**src/sv/lkvt_pkg.sv**
```systemverilog
// Shared types, codes and sizes for the linear key/value table.
package lkvt_pkg;

   // Table geometry
   localparam int CAPACITY   = 16;
   localparam int VALUE_BITS = 32;
   localparam int COUNT_BITS = $clog2(CAPACITY + 1);

   // Field widths of the transaction payloads
   localparam int OP_BITS          = 2;
   localparam int KEY_BITS         = 8;
   localparam int DATA_BITS        = 32;
   localparam int STATUS_BITS      = 2;
   localparam int ENTRY_COUNT_BITS = 5;

   // Request kinds (the unused code is served as a lookup)
   localparam logic [OP_BITS-1:0] OP_LOOKUP = 2'd0;
   localparam logic [OP_BITS-1:0] OP_INSERT = 2'd1;
   localparam logic [OP_BITS-1:0] OP_REMOVE = 2'd2;

   // Response status codes
   localparam logic [STATUS_BITS-1:0] STATUS_DONE      = 2'd0;
   localparam logic [STATUS_BITS-1:0] STATUS_NOT_FOUND = 2'd1;
   localparam logic [STATUS_BITS-1:0] STATUS_FULL      = 2'd2;

   typedef struct packed {
      logic [OP_BITS-1:0]          op;
      logic [KEY_BITS-1:0]         key;
      logic signed [DATA_BITS-1:0] value;
   } lkvt_req_type;

   typedef struct packed {
      logic                          found;
      logic signed [DATA_BITS-1:0]   read_value;
      logic [STATUS_BITS-1:0]        status;
      logic [ENTRY_COUNT_BITS-1:0]   entry_count;
   } lkvt_rsp_type;

   // Per-cell control from the table controller
   typedef struct packed {
      logic accept;      // transaction taken this cycle
      logic is_insert;
      logic is_remove;
      logic hit_any;     // key present somewhere in the table
      logic occupied;    // this cell lies below the fill count
      logic append_here; // this cell is the first free slot and the key missed
   } lkvt_cell_ctrl_type;

endpackage

```
**src/sv/lkvt_cell.sv**
```systemverilog
// One table entry: key and value storage, key compare and shift-down.
module lkvt_cell
   import lkvt_pkg::*;
(
   input  logic                    clock,
   input  lkvt_cell_ctrl_type      ctrl,
   input  logic [KEY_BITS-1:0]     req_key,
   input  logic [VALUE_BITS-1:0]   req_value,
   input  logic [KEY_BITS-1:0]     next_key,
   input  logic [VALUE_BITS-1:0]   next_value,
   input  logic                    hit_before,
   output logic                    hit_through,
   output logic                    match,
   output logic [KEY_BITS-1:0]     key_out,
   output logic [VALUE_BITS-1:0]   value_out
);

   logic [KEY_BITS-1:0]   key_ff;
   logic [VALUE_BITS-1:0] value_ff;
   logic [KEY_BITS-1:0]   key_in;
   logic [VALUE_BITS-1:0] value_in;
   logic                  shift_down;

   // Compare against the incoming key; hit chain runs from cell 0 upward
   assign match       = ctrl.occupied && (key_ff == req_key);
   assign hit_through = hit_before || match;

   // Remove closes the gap: this cell and all above the hit pull from above
   assign shift_down = ctrl.is_remove && ctrl.hit_any && hit_through;

   always_comb begin
      key_in   = key_ff;
      value_in = value_ff;
      priority if (shift_down) begin
         key_in   = next_key;
         value_in = next_value;
      end else if (ctrl.is_insert && match) begin
         value_in = req_value;
      end else if (ctrl.is_insert && ctrl.append_here) begin
         key_in   = req_key;
         value_in = req_value;
      end
   end

   // Entry storage, no reset: contents above the count are never read
   always_ff @(posedge clock) begin
      if (ctrl.accept) begin
         key_ff   <= key_in;
         value_ff <= value_in;
      end
   end

   assign key_out   = key_ff;
   assign value_out = value_ff;

endmodule

```
**src/sv/linear_key_value_table.sv**
```systemverilog
// A response is registered in the cycle after its request transaction is accepted.
// Throughput: one transaction per cycle; every cell compares in parallel.
// Requests stall only while a finished response is held by rsp_stall.
// Reset clears the fill count and the response valid; entry storage is
// not cleared, since entries above the count are never read.
module linear_key_value_table
   import lkvt_pkg::*;
(
   input  logic         clock,
   input  logic         reset,
   input  logic         req_valid,
   output logic         req_stall,
   input  lkvt_req_type req_data,
   output logic         rsp_valid,
   input  logic         rsp_stall,
   output lkvt_rsp_type rsp_data
);

   logic                   accept;
   logic                   is_insert;
   logic                   is_remove;
   logic                   is_lookup;
   logic                   hit_any;
   logic                   not_full;
   logic [VALUE_BITS-1:0]  req_value;
   logic [VALUE_BITS-1:0]  hit_value;

   logic [COUNT_BITS-1:0]  count_ff;
   logic [COUNT_BITS-1:0]  count_in;
   logic                   rsp_valid_ff;
   logic                   rsp_valid_in;
   lkvt_rsp_type           rsp_data_ff;
   lkvt_rsp_type           rsp_data_in;

   lkvt_cell_ctrl_type     cell_ctrl  [CAPACITY];
   logic                   hit_chain  [CAPACITY+1];
   logic                   cell_match [CAPACITY];
   logic [KEY_BITS-1:0]    cell_key   [CAPACITY+1];
   logic [VALUE_BITS-1:0]  cell_value [CAPACITY+1];

   // Handshake: the output register frees up when its response is taken
   assign req_stall = rsp_valid_ff && rsp_stall;
   assign accept    = req_valid && !req_stall;

   assign is_insert = (req_data.op == OP_INSERT);
   assign is_remove = (req_data.op == OP_REMOVE);
   assign is_lookup = !is_insert && !is_remove;
   assign not_full  = (count_ff < COUNT_BITS'(CAPACITY));
   assign req_value = VALUE_BITS'($unsigned(req_data.value));

   // Chain ends: nothing before cell 0, nothing above the top cell
   assign hit_chain[0]         = 1'b0;
   assign cell_key[CAPACITY]   = '0;
   assign cell_value[CAPACITY] = '0;
   assign hit_any              = hit_chain[CAPACITY];

   // Row of cells
   for (genvar i = 0; i < CAPACITY; i++) begin : g_cell
      assign cell_ctrl[i].accept      = accept;
      assign cell_ctrl[i].is_insert   = is_insert;
      assign cell_ctrl[i].is_remove   = is_remove;
      assign cell_ctrl[i].hit_any     = hit_any;
      assign cell_ctrl[i].occupied    = (COUNT_BITS'(i) < count_ff);
      assign cell_ctrl[i].append_here = !hit_any && (COUNT_BITS'(i) == count_ff);

      lkvt_cell u_cell (
         .clock       (clock),
         .ctrl        (cell_ctrl[i]),
         .req_key     (req_data.key),
         .req_value   (req_value),
         .next_key    (cell_key[i+1]),
         .next_value  (cell_value[i+1]),
         .hit_before  (hit_chain[i]),
         .hit_through (hit_chain[i+1]),
         .match       (cell_match[i]),
         .key_out     (cell_key[i]),
         .value_out   (cell_value[i])
      );
   end

   // Value of the hit cell; keys are unique so at most one cell matches
   always_comb begin
      hit_value = '0;
      for (int i = 0; i < CAPACITY; i++) begin
         hit_value = hit_value | (cell_match[i] ? cell_value[i] : '0);
      end
   end

   // Fill count and response
   always_comb begin
      count_in                = count_ff;
      rsp_data_in.found       = hit_any;
      rsp_data_in.read_value  = '0;
      rsp_data_in.status      = STATUS_DONE;
      priority if (is_insert) begin
         if (!hit_any) begin
            if (not_full) begin
               count_in = count_ff + COUNT_BITS'(1);
            end else begin
               rsp_data_in.status = STATUS_FULL;
            end
         end
      end else if (is_remove) begin
         if (hit_any) begin
            count_in = count_ff - COUNT_BITS'(1);
         end else begin
            rsp_data_in.status = STATUS_NOT_FOUND;
         end
      end else if (is_lookup) begin
         if (hit_any) begin
            rsp_data_in.read_value = DATA_BITS'(hit_value);
         end else begin
            rsp_data_in.status = STATUS_NOT_FOUND;
         end
      end
      rsp_data_in.entry_count = ENTRY_COUNT_BITS'(count_in);
      rsp_valid_in = accept || req_stall;
   end

   // Control registers
   always_ff @(posedge clock) begin
      if (reset) begin
         count_ff     <= '0;
         rsp_valid_ff <= 1'b0;
      end else begin
         rsp_valid_ff <= rsp_valid_in;
         if (accept) begin
            count_ff <= count_in;
         end
      end
   end

   // Response payload register
   always_ff @(posedge clock) begin
      if (accept) begin
         rsp_data_ff <= rsp_data_in;
      end
   end

   assign rsp_valid = rsp_valid_ff;
   assign rsp_data  = rsp_data_ff;

endmodule

```
**config.mk**
```make
export PLATFORM = sky130hd
export DESIGN_NAME = linear_key_value_table
export DESIGN_NICKNAME = d
export VERILOG_FILES = /design/src/sv/lkvt_pkg.sv /design/src/sv/lkvt_cell.sv /design/src/sv/linear_key_value_table.sv
export SDC_FILE = /design/constraint.sdc
export NUM_CORES = 1
export LEC_CHECK = 0
export BUFFER_PORTS_ARGS = -buffer_cell sky130_fd_sc_hd__buf_2
export CAP_MARGIN = 10
export CORE_MARGIN = 2
export CORE_UTILIZATION = 55
export DETAILED_ROUTE_END_ITERATION = 10
export HOLD_SLACK_MARGIN = 0.05
export PLACE_DENSITY = 0.72
export SLEW_MARGIN = 20
export SYNTH_ARGS = -nofsm -noshare
export SYNTH_HDL_FRONTEND = slang
export SYNTH_SLANG_ARGS = --single-unit
```
**constraint.sdc**
```tcl
create_clock -name clock -period 5.8 [get_ports clock]
set_input_delay 0.87 -clock clock [delete_from_list [all_inputs] [get_ports clock]]
set_output_delay 0.87 -clock clock [all_outputs]
set_load 0.02 [all_outputs]
```
---- After elaboration in Yosys (flattened, before gate mapping) ----
Cells that the tools add are included.
storage, ports and cells
  bits in registers ....................... 686
  output and inout port bits .............. 42
cells by class
  $add $sub $neg .......................... 2
  order comparisons ....................... 17
  equal/unequal tests ..................... 49
  mux-type cells .......................... 121
  bitwise logic cells ..................... 17
  reduce and logical (&&, ||, !) cells .... 170
operators with widths
  operator                                                              number
  32-bit two-way mux                                                    63
  32-bit OR                                                             15
  8-bit two-way mux                                                     47
  8-bit == test                                                         16
  1-bit logical AND                                                     84
  3-bit AND reduction                                                   16
  3-bit nonzero test                                                    16
  4-bit by 5-bit == test with 1-bit output (first input constant)       8
  4-bit by 5-bit < comparator with 1-bit output (first input constant)  8
  2-bit by 1-bit != test with 1-bit output (second input constant)      16
  2-bit AND reduction                                                   16
  2-bit nonzero test                                                    16
  5-bit two-way mux                                                     5
  3-bit by 5-bit == test with 1-bit output (first input constant)       4
  3-bit by 5-bit < comparator with 1-bit output (first input constant)  4
  1-bit logical OR                                                      16
  2-bit by 5-bit == test with 1-bit output (first input constant)       2
  1-bit by 5-bit < comparator with 1-bit output (first input constant)  2
  2-bit by 5-bit < comparator with 1-bit output (first input constant)  2
  2-bit two-way mux                                                     5
  5-bit by 1-bit adder with 5-bit output (second input constant)        1
  1-bit by 5-bit == test with 1-bit output (first input constant)       1
  5-bit logical NOT                                                     1
  5-bit < comparator (second input constant)                            1
  7 further kinds                                                       11

---- Logic depth before layout (Yosys ltp) ----
Gate-level depths: netlist of the first run.
  depth in word-level cells ............... 23
  mapped depth ............................ 14
  depth with buffers taken out ............ 10

---- Hierarchy ----
Synthesis of the first run repeated with hierarchy kept, for this count alone.
unflattened totals
  cells, all modules ...................... 2187
  area, all modules ....................... 37349.6 um^2
by module, submodules not included
  module                  times used  cells an instance  area each (um^2)
  lkvt_cell               16          103                2034.5
  linear_key_value_table  1           539                4798.4

---- Least setup slack after synthesis of the first run ----
Ideal clock, no wire load.
  path type ............................... input -> register
  from .................................... in req_data[37] (netlist bit)
  to ...................................... reg g_cell[6].u_cell.value_ff[0] (enable)
  data arrival time ....................... 5.280 ns
  path slack .............................. 0.079 ns
  stages .................................. 11
  buffers on the path ..................... 3
  cell sequence ........................... buf_2 -> xor2_1 -> nor4_1 -> and3_1 -> clkbuf_1 -> or4_4 -> or4_4 -> nor3_1 -> buf_2 -> nand3_1 -> a31oi_1
on the way
  word-level cells in the longest chain between the ends .. 22
  elaborated cells on any way between the ends .. 55
ends and longest elaborated chain
  element                                 line                          RTL
  start, declared                         linear_key_value_table.sv:13  input lkvt_req_type req_data,
  8-bit == test                           lkvt_cell.sv:25               assign match = ctrl.occupied && (key_ff == req_key);
  1-bit logical AND                       lkvt_cell.sv:25
  1-bit logical OR (15 in series)         lkvt_cell.sv:26               assign hit_through = hit_before || match;
  1-bit logical NOT                       --
  1-bit logical AND                       linear_key_value_table.sv:64  assign cell_ctrl[i].append_here = !hit_any && (COUNT_BITS'(i) == count_ff);
  1-bit logical AND                       lkvt_cell.sv:39               end else if (ctrl.is_insert && ctrl.append_here) begin
  3-bit nonzero test (no source line) *   --
  2-bit AND reduction (no source line) *  --
  end signal, assigned                    lkvt_cell.sv:49               value_ff <= value_in;
  end, declared                           lkvt_cell.sv:19               logic [VALUE_BITS-1:0] value_ff;
Every way passes the cells marked *; elsewhere a longest branch is shown, timed or not.
A chain may end at the register's enable or synchronous reset.

---- Final worst setup path of the first run ----
  from .................................... reg count_ff[1]
  to ...................................... reg g_cell[13].u_cell.key_ff[3] (enable)
on the way
  word-level cells in the longest chain between the ends .. 22
  elaborated cells on any way between the ends .. 57
ends and longest elaborated chain
  element                                        line                           RTL
  start, declared                                linear_key_value_table.sv:28   logic [COUNT_BITS-1:0] count_ff;
  start signal, assigned                         linear_key_value_table.sv:128  count_ff <= count_in;
  1-bit by 5-bit < comparator with 1-bit output  linear_key_value_table.sv:63   assign cell_ctrl[i].occupied = (COUNT_BITS'(i) < count_ff);
  1-bit logical AND                              lkvt_cell.sv:25
  1-bit logical OR (15 in series)                lkvt_cell.sv:26
  1-bit logical NOT                              --
  1-bit logical AND                              linear_key_value_table.sv:64
  1-bit logical AND                              lkvt_cell.sv:39
  2-bit nonzero test (no source line)            --
  3-bit AND reduction (no source line) *         --
  end signal, assigned                           lkvt_cell.sv:48                key_ff <= key_in;
  end, declared                                  lkvt_cell.sv:18                logic [KEY_BITS-1:0] key_ff;
Marks and branches as above.

==> results of run 1 <==
registers in the layout, summed over array words and instances, names as in the netlist:
name / count
rsp_valid: 1
g_cell.u_cell.key_out: 128
count_ff: 5
g_cell.u_cell.value_out: 512
rsp_data: 40
layout by cell type (no fill, tap or decap), drive strengths merged, types with 3 or more instances in the layout:
cell    netlist  routed
edfxtp      680     680
mux2        594     594
buf          70     181
xnor2       107     107
a221oi       93      93
a22o         92      92
clkbuf      128      87
a22oi        72      72
nand2        64      64
nor2b        43      43
a31oi        38      38
and3         34      34
clkinv        3      30
a21oi        27      27
nand4        25      25
xor2         24      24
nor2         22      22
o21ai        19      19
nor3         19      19
nand3        17      17
inv           9      13
nor4          9       9
ha            8       8
diode         0       6
dfxtp         6       6
or3           5       5
a32oi         5       5
or2           4       4
a41oi         4       4
bufinv        0       4
and2          4       4
a211oi        3       3
a21boi        3       3
or4           3       3
area by class of cell:
type | instances | share of cell area [%]
Sequential cell | 686 | 54.20
Multi-Input combinational cell | 1354 | 33.66
Clock buffer | 87 | 4.983
Timing Repair Buffer | 181 | 3.639
Tap cell | 782 | 2.582
Clock inverter | 36 | 0.7726
Inverter | 12 | 0.1189
Antenna cell | 6 | 0.03962
cells by family after synthesis:
logic type / count (synthesis) / synth area share (%)
xor+xnor: 131 / 3.400
flops: 686 / 60.86
simple gates: 254 / 4.049
fa+ha+maj: 8 / 0.2966
compound gates: 366 / 8.464
buf+inv: 210 / 2.636
mux: 595 / 20.29
final timing paths:
| check | end | slack, ns | from | cells after the start |
|---|---|---|---|---|
| max | g_cell[13].u_cell.key_out[3] | 0.92 | count_ff[1] | 9 |
| min | rsp_valid | 0.49 | req_valid | 3 |
| max reg2reg | g_cell[13].u_cell.key_out[3] | 0.92 | count_ff[1] | 9 |
| min reg2reg | g_cell[3].u_cell.value_out[22] | 0.55 | g_cell[4].u_cell.value_out[22] | 2 |
through the flow:
stage          utilization [%]  hold slack, ns  instance area (um^2)  setup WS, ns  power [W]
6_report                 62.67          0.4941                 37890        0.9200    0.01040
5_1_grt                  62.65          0.4851                 37880        0.7888    0.01064
4_1_cts                  62.64          0.4699                 37880         1.006    0.01043
3_5_place_dp             59.03          0.5296                 35700        0.6673   0.006066
3_3_place_gp             59.03          0.5208                 35700        0.7596   0.006049
2_1_floorplan                -          0.5097                 33750       0.07913   0.005933
worst min-delay path, cell delays in order:
cell and delay (ns):
buf_2 0.09, nor2_1 0.04, nor2_1 0.06
report_power, final:
group | leakage, nW | switching [W] | internal, W | total, W
clock | 1.07 | 0.00194 | 0.00249 | 0.00443
combinational | 5.01 | 0.000254 | 0.000229 | 0.000483
sequential | 6.21 | 0.0000121 | 0.00548 | 0.00549
layer usage:
| layer | share of wire, % | up-vias | global-route usage, % |
|---|---|---|---|
| met1 | 37 | 11120 | 42.14 |
| li1 | - | 9008 | - |
| met2 | 47 | 1490 | 51.77 |
| met3 | 11 | 320 | 8.253 |
| met5 | 0.029 | - | 0.3861 |
| met4 | 4.4 | 4 | 12.87 |
==> impl_results.md, run 1 <==
- Status: completed
- H-tree Lvls: 3
- Final period utilization: a little over four fifths
- Minimum clock period: slightly below 5 ns
- Post-synth top area share: 60.50%
- Global route total overflow: 0
- Buf/Inv on CP: 1
- Transition time at the pin with the least slew margin: 0.8745 ns
- IO Port Bufs: 87
- Hold Path Class: in2reg
- DP Wirelength: 57,860 um
- Worst vdd ir: 232.4 uV
- Post-synth net total: 2,304
- Most Frequent Cell on Critical Path: or4_4
- Worst Skew: 0.02616 ns
- Routed Antenna Nets: 0
- Global-route wire length before repair: ~150,000 um
- Routed wire per std cell: 32.63 um
- All-Layer GR Usage: 32.27%
- Most frequent cells after synthesis: edfxtp_1, mux2_2, clkbuf_1
- Fin. Hold Viols: 0
- Synth unique cells: 57
- Area leader, netlist: edfxtp_1
- Largest net degree at the start of global routing: 43
- Post-cts sizing count: 0
- Fmax: 0.2049 GHz
- WP data required: 6.03 ns
- Vias per std cell: 6.979
- Fraction of layout cells with a size suffix above 1: 39.18%
- Area contributors post-synth: edfxtp_1, mux2_2, xnor2_1
- EDFF count, synth: 680
- Post-synthesis register bit count: around 690
- Synthesized area: 33,750 um^2
- Top-count cell post-synth: edfxtp_1
- Layout fillers: 4,349
- Mean area per synthesized cell: approximately 15 um^2
- Die Y: 251.7 um
- Largest delay share family, worst path: simple AND/OR/NAND/NOR gates
- Setup TNS Final: 0 ns
- Critical Path Start Type: register
- DRC: 0
- Multi-input logic area: 12,760 um^2
- Core footprint: 60,470 um^2
- CTS tree: built
- Asr flop ratio synth: 0%
- Top_reg_cell synth: edfxtp_1
- Antenna violations before repair: 8
- Fin cells: about 3,100
- Mapped Cells: 2,250
- Hold_buf cts: 0
- Initial DRC count: 2,704
- Layout area overhead: 12.28%
- Crit end category: register
- Kind of critical path: reg2reg
- Crit path max-delay cell type: nor4_1
- Vias in the first global route: 21,830
- Row Count: 90
- Seq. cell area: just over 20,000 um^2
- Pleak: 12.29 nW
- Slew Viols, Final: 0
- Max Cap Viol: 0
- DR pass1 iterations: 6
- Clock transition at path regs: 0.06 ns
- Inst Count DP: 3,015
- Starting density of the core: 55.81%
- Clock Path Buffers: 3
- Setup repair bufs after CTS: 0
- Yosys warns: 0
- Final nets: 2,361
- Clk sinks: 686
- Gpl congestion: 0.8865
- Skew-Pair Late Insertion Delay: 0.62 ns
- Final setup vio count: 0
- Detailed-route via count: around 22,000
- CP Max Fanout: 17
- Power per cell area: 274.4 nW/um^2
- WL final: 102,600 um
- Worst EP arrival: 5.11 ns
- Max_slew headroom: 41.70%
- Register area share after synthesis: 60.86%
- CP Cell Sequence: inv_1, ha_1, o21ai_1, and3_2, or4_4, or4_4, nor4_1, a21boi_0, nor2_1
- Die W: about 250 um
- CTS Buf Count: 72
- Root buf cell: clkbuf_16
- Worst path max stage delay: 0.76 ns
- Number of I/O pins: 88
- RSZ-0062 raised after global routing: false
- Total die area: 63,360 um^2
(Power assumes the default switching activity.)
==> run 2: changes to the inputs <==
- PLACE_DENSITY: 0.72 -> 0.7
- clock period: 5.8 -> 4.6 ns (I/O delays scaled with it)
==> run 2 against run 1 <==
Against the previous run:
- global-route usage grew 1.8 points
- clock skew grew 0.0048 ns
- via count grew 0.95%
- non-clock buffer count grew 31
- combinational power grew 29%
- final cell count grew 0.99%
- power grew 28%
- sequential power grew 26%
- core utilization grew 0.80 points
- critical endpoint is now rsp_data[22]
- largest cell class unchanged
==> impl_results.md, run 2 (synthesis gave the netlist of run 1 again) <==
- Status: completed
- WL final: 108,500 um
- Crit end category: register
- Fin util: a little under two thirds
- CTS tree: built
- Root buf cell: clkbuf_16
- All-Layer GR Usage: 34.09%
- Top Metal Used: met4
- Setup repair bufs after CTS: 0
- Row Count: 90
- Pleak: 12.54 nW
- Final nets: 2,393
- Fraction of layout cells with a size suffix above 1: 39.94%
- Gpl congestion: 0.9453
- Final setup vio count: 0
- Buf/Inv on CP: 4
- Critical Path Start Type: register
- Kind of critical path: reg2reg
- Commonest non-fill, non-tap cell in the layout: edfxtp_1
- Final instance area: 38,380 um^2
- Die Y: 251.7 um
- Commonest non-fill, non-tap cells in the layout: edfxtp_1, mux2_2, xnor2_1, a221oi_1, a22o_1
- Worst path max stage delay: 0.63 ns
- Transition time at the pin with the least slew margin: 1.045 ns
- Worst vdd ir: 245.4 uV
- Placed Area: 36,120 um^2
- H-tree Lvls: 3
- WP data required: ~5 ns
- Power per cell area: 345.6 nW/um^2
- CP Cell Sequence: nor3_4, buf_4, a211oi_4, or4_4, or4_4, buf_4, nor2_1, inv_1, nand2_2, buf_4, a31oi_1
- Routed Antenna Nets: 0
- Minimum clock period: 4.144 ns
- Largest delay share family, worst path: simple AND/OR/NAND/NOR gates
- Max reg flops: between 500 and 600
- DP Wirelength: 61,810 um
- Worst EP arrival: ~4.5 ns
- Fin. Hold Viols: 0
- Met2 routed WL: 49,820 um
- Number of I/O pins: 88
- Max Cap Viol: 0
- Skew-Pair Late Insertion Delay: 0.63 ns
- Largest net degree at the start of global routing: 41
- Crit path max-delay cell type: or4_4
- Hold_buf cts: 0
- IO Port Bufs: a little under 90
- Total die area: 63,360 um^2
- Worst Skew: between 0.03 and 0.04 ns
- Most Frequent Cell on Critical Path: buf_4
- Routed wire per std cell: 34.18 um
- DR pass1 iterations: 6
- Antenna violations before repair: 2
- Slew Viols, Final: 0
- DRC: 0
- Global-route wire length before repair: 155,500 um
- Routed wl met3: 13,190 um
- Clock Path Buffers: 3
- Hold Path Class: in2reg
- Starting density of the core: between 50% and 60%
- Core footprint: 60,470 um^2
- Setup TNS Final: 0 ns
- Initial DRC count: 3,031
- Vias per std cell: 6.977
- Layout area overhead: 13.72%
- Detailed-route via count: 22,150
- CP Max Fanout: 14
- Max_slew headroom: 30.33%
- Vias in the first global route: about 22,000
- Clock transition at path regs: 0.06 ns
- Global route total overflow: 0
- Final period utilization: 90.08%
- Post-cts sizing count: 0
- RSZ-0062 raised after global routing: false
- CTS Buf Count: 73
- Die W: 251.7 um
- Met1 wire length: 40,470 um
- Fmax: 0.2413 GHz
- Clk sinks: 686
run 2: cell count changes in the layout (fill, tap and decap cells not counted), sizes merged:
cell,delta
buf,+31
bufinv,-1
clkbuf,+11
clkinv,-6
clkinvlp,+2
diode,-4
inv,-2
run 2: per-layer routing:
| layer | global-route usage (%) | vias to the layer above |
|---|---|---|
| li1 | - | 9079 |
| met1 | 45.43 | 11100 |
| met2 | 54.18 | 1616 |
| met3 | 7.717 | 361 |
| met4 | 14.32 | 0 |
| met5 | 0 | - |
run 2: worst paths after layout:
| kind | from | to | slack [ns] | cells past startpoint |
|---|---|---|---|---|
| setup / recovery | count_ff[2] | rsp_data[22] | 0.46 | 11 |
| hold / removal | req_valid | rsp_valid | 0.33 | 3 |
| setup reg to reg | count_ff[2] | rsp_data[22] | 0.46 | 11 |
| hold reg to reg | g_cell[4].u_cell.value_out[17] | g_cell[3].u_cell.value_out[17] | 0.55 | 2 |
run 2: worst reg2reg max path, delay by kind of cell, from the launching register on:
kind	cells	cell delay (ns)
simple gates	5	2.16
compound gates	2	0.22
buf+inv	4	0.93
flops	1	0.52
run 2: final cells by class:
cell class | instances | area, um^2
sequential | 686 | 20540
fill | 4374 | 22090
antenna | 2 | 5.005
timing repair buffer | 212 | 1799
clock buffer | 98 | 2024
multi-input combinational | 1354 | 12760
clock inverter | 29 | 230.2
tap | 782 | 978.4
inverter | 12 | 45.04
run 2: stage by stage:
stage          hold slack, ns  setup WS (ns)  instances  power [W]
6_report               0.3314         0.4563       3175    0.01326
5_1_grt                0.3332         0.3094       3174    0.01357
4_1_cts                0.3095         0.5197       3173    0.01330
3_5_place_dp           0.5324         0.2153       3046   0.007661
3_3_place_gp           0.5244         0.2576       3046   0.007640
2_1_floorplan          0.5097       0.009917       2250   0.007485
run 2: where the power goes:
group	switching (W)	internal (W)
Clock	0.00247	0.00325
Sequential	0.0000115	0.00690
Combinational	0.000326	0.000298
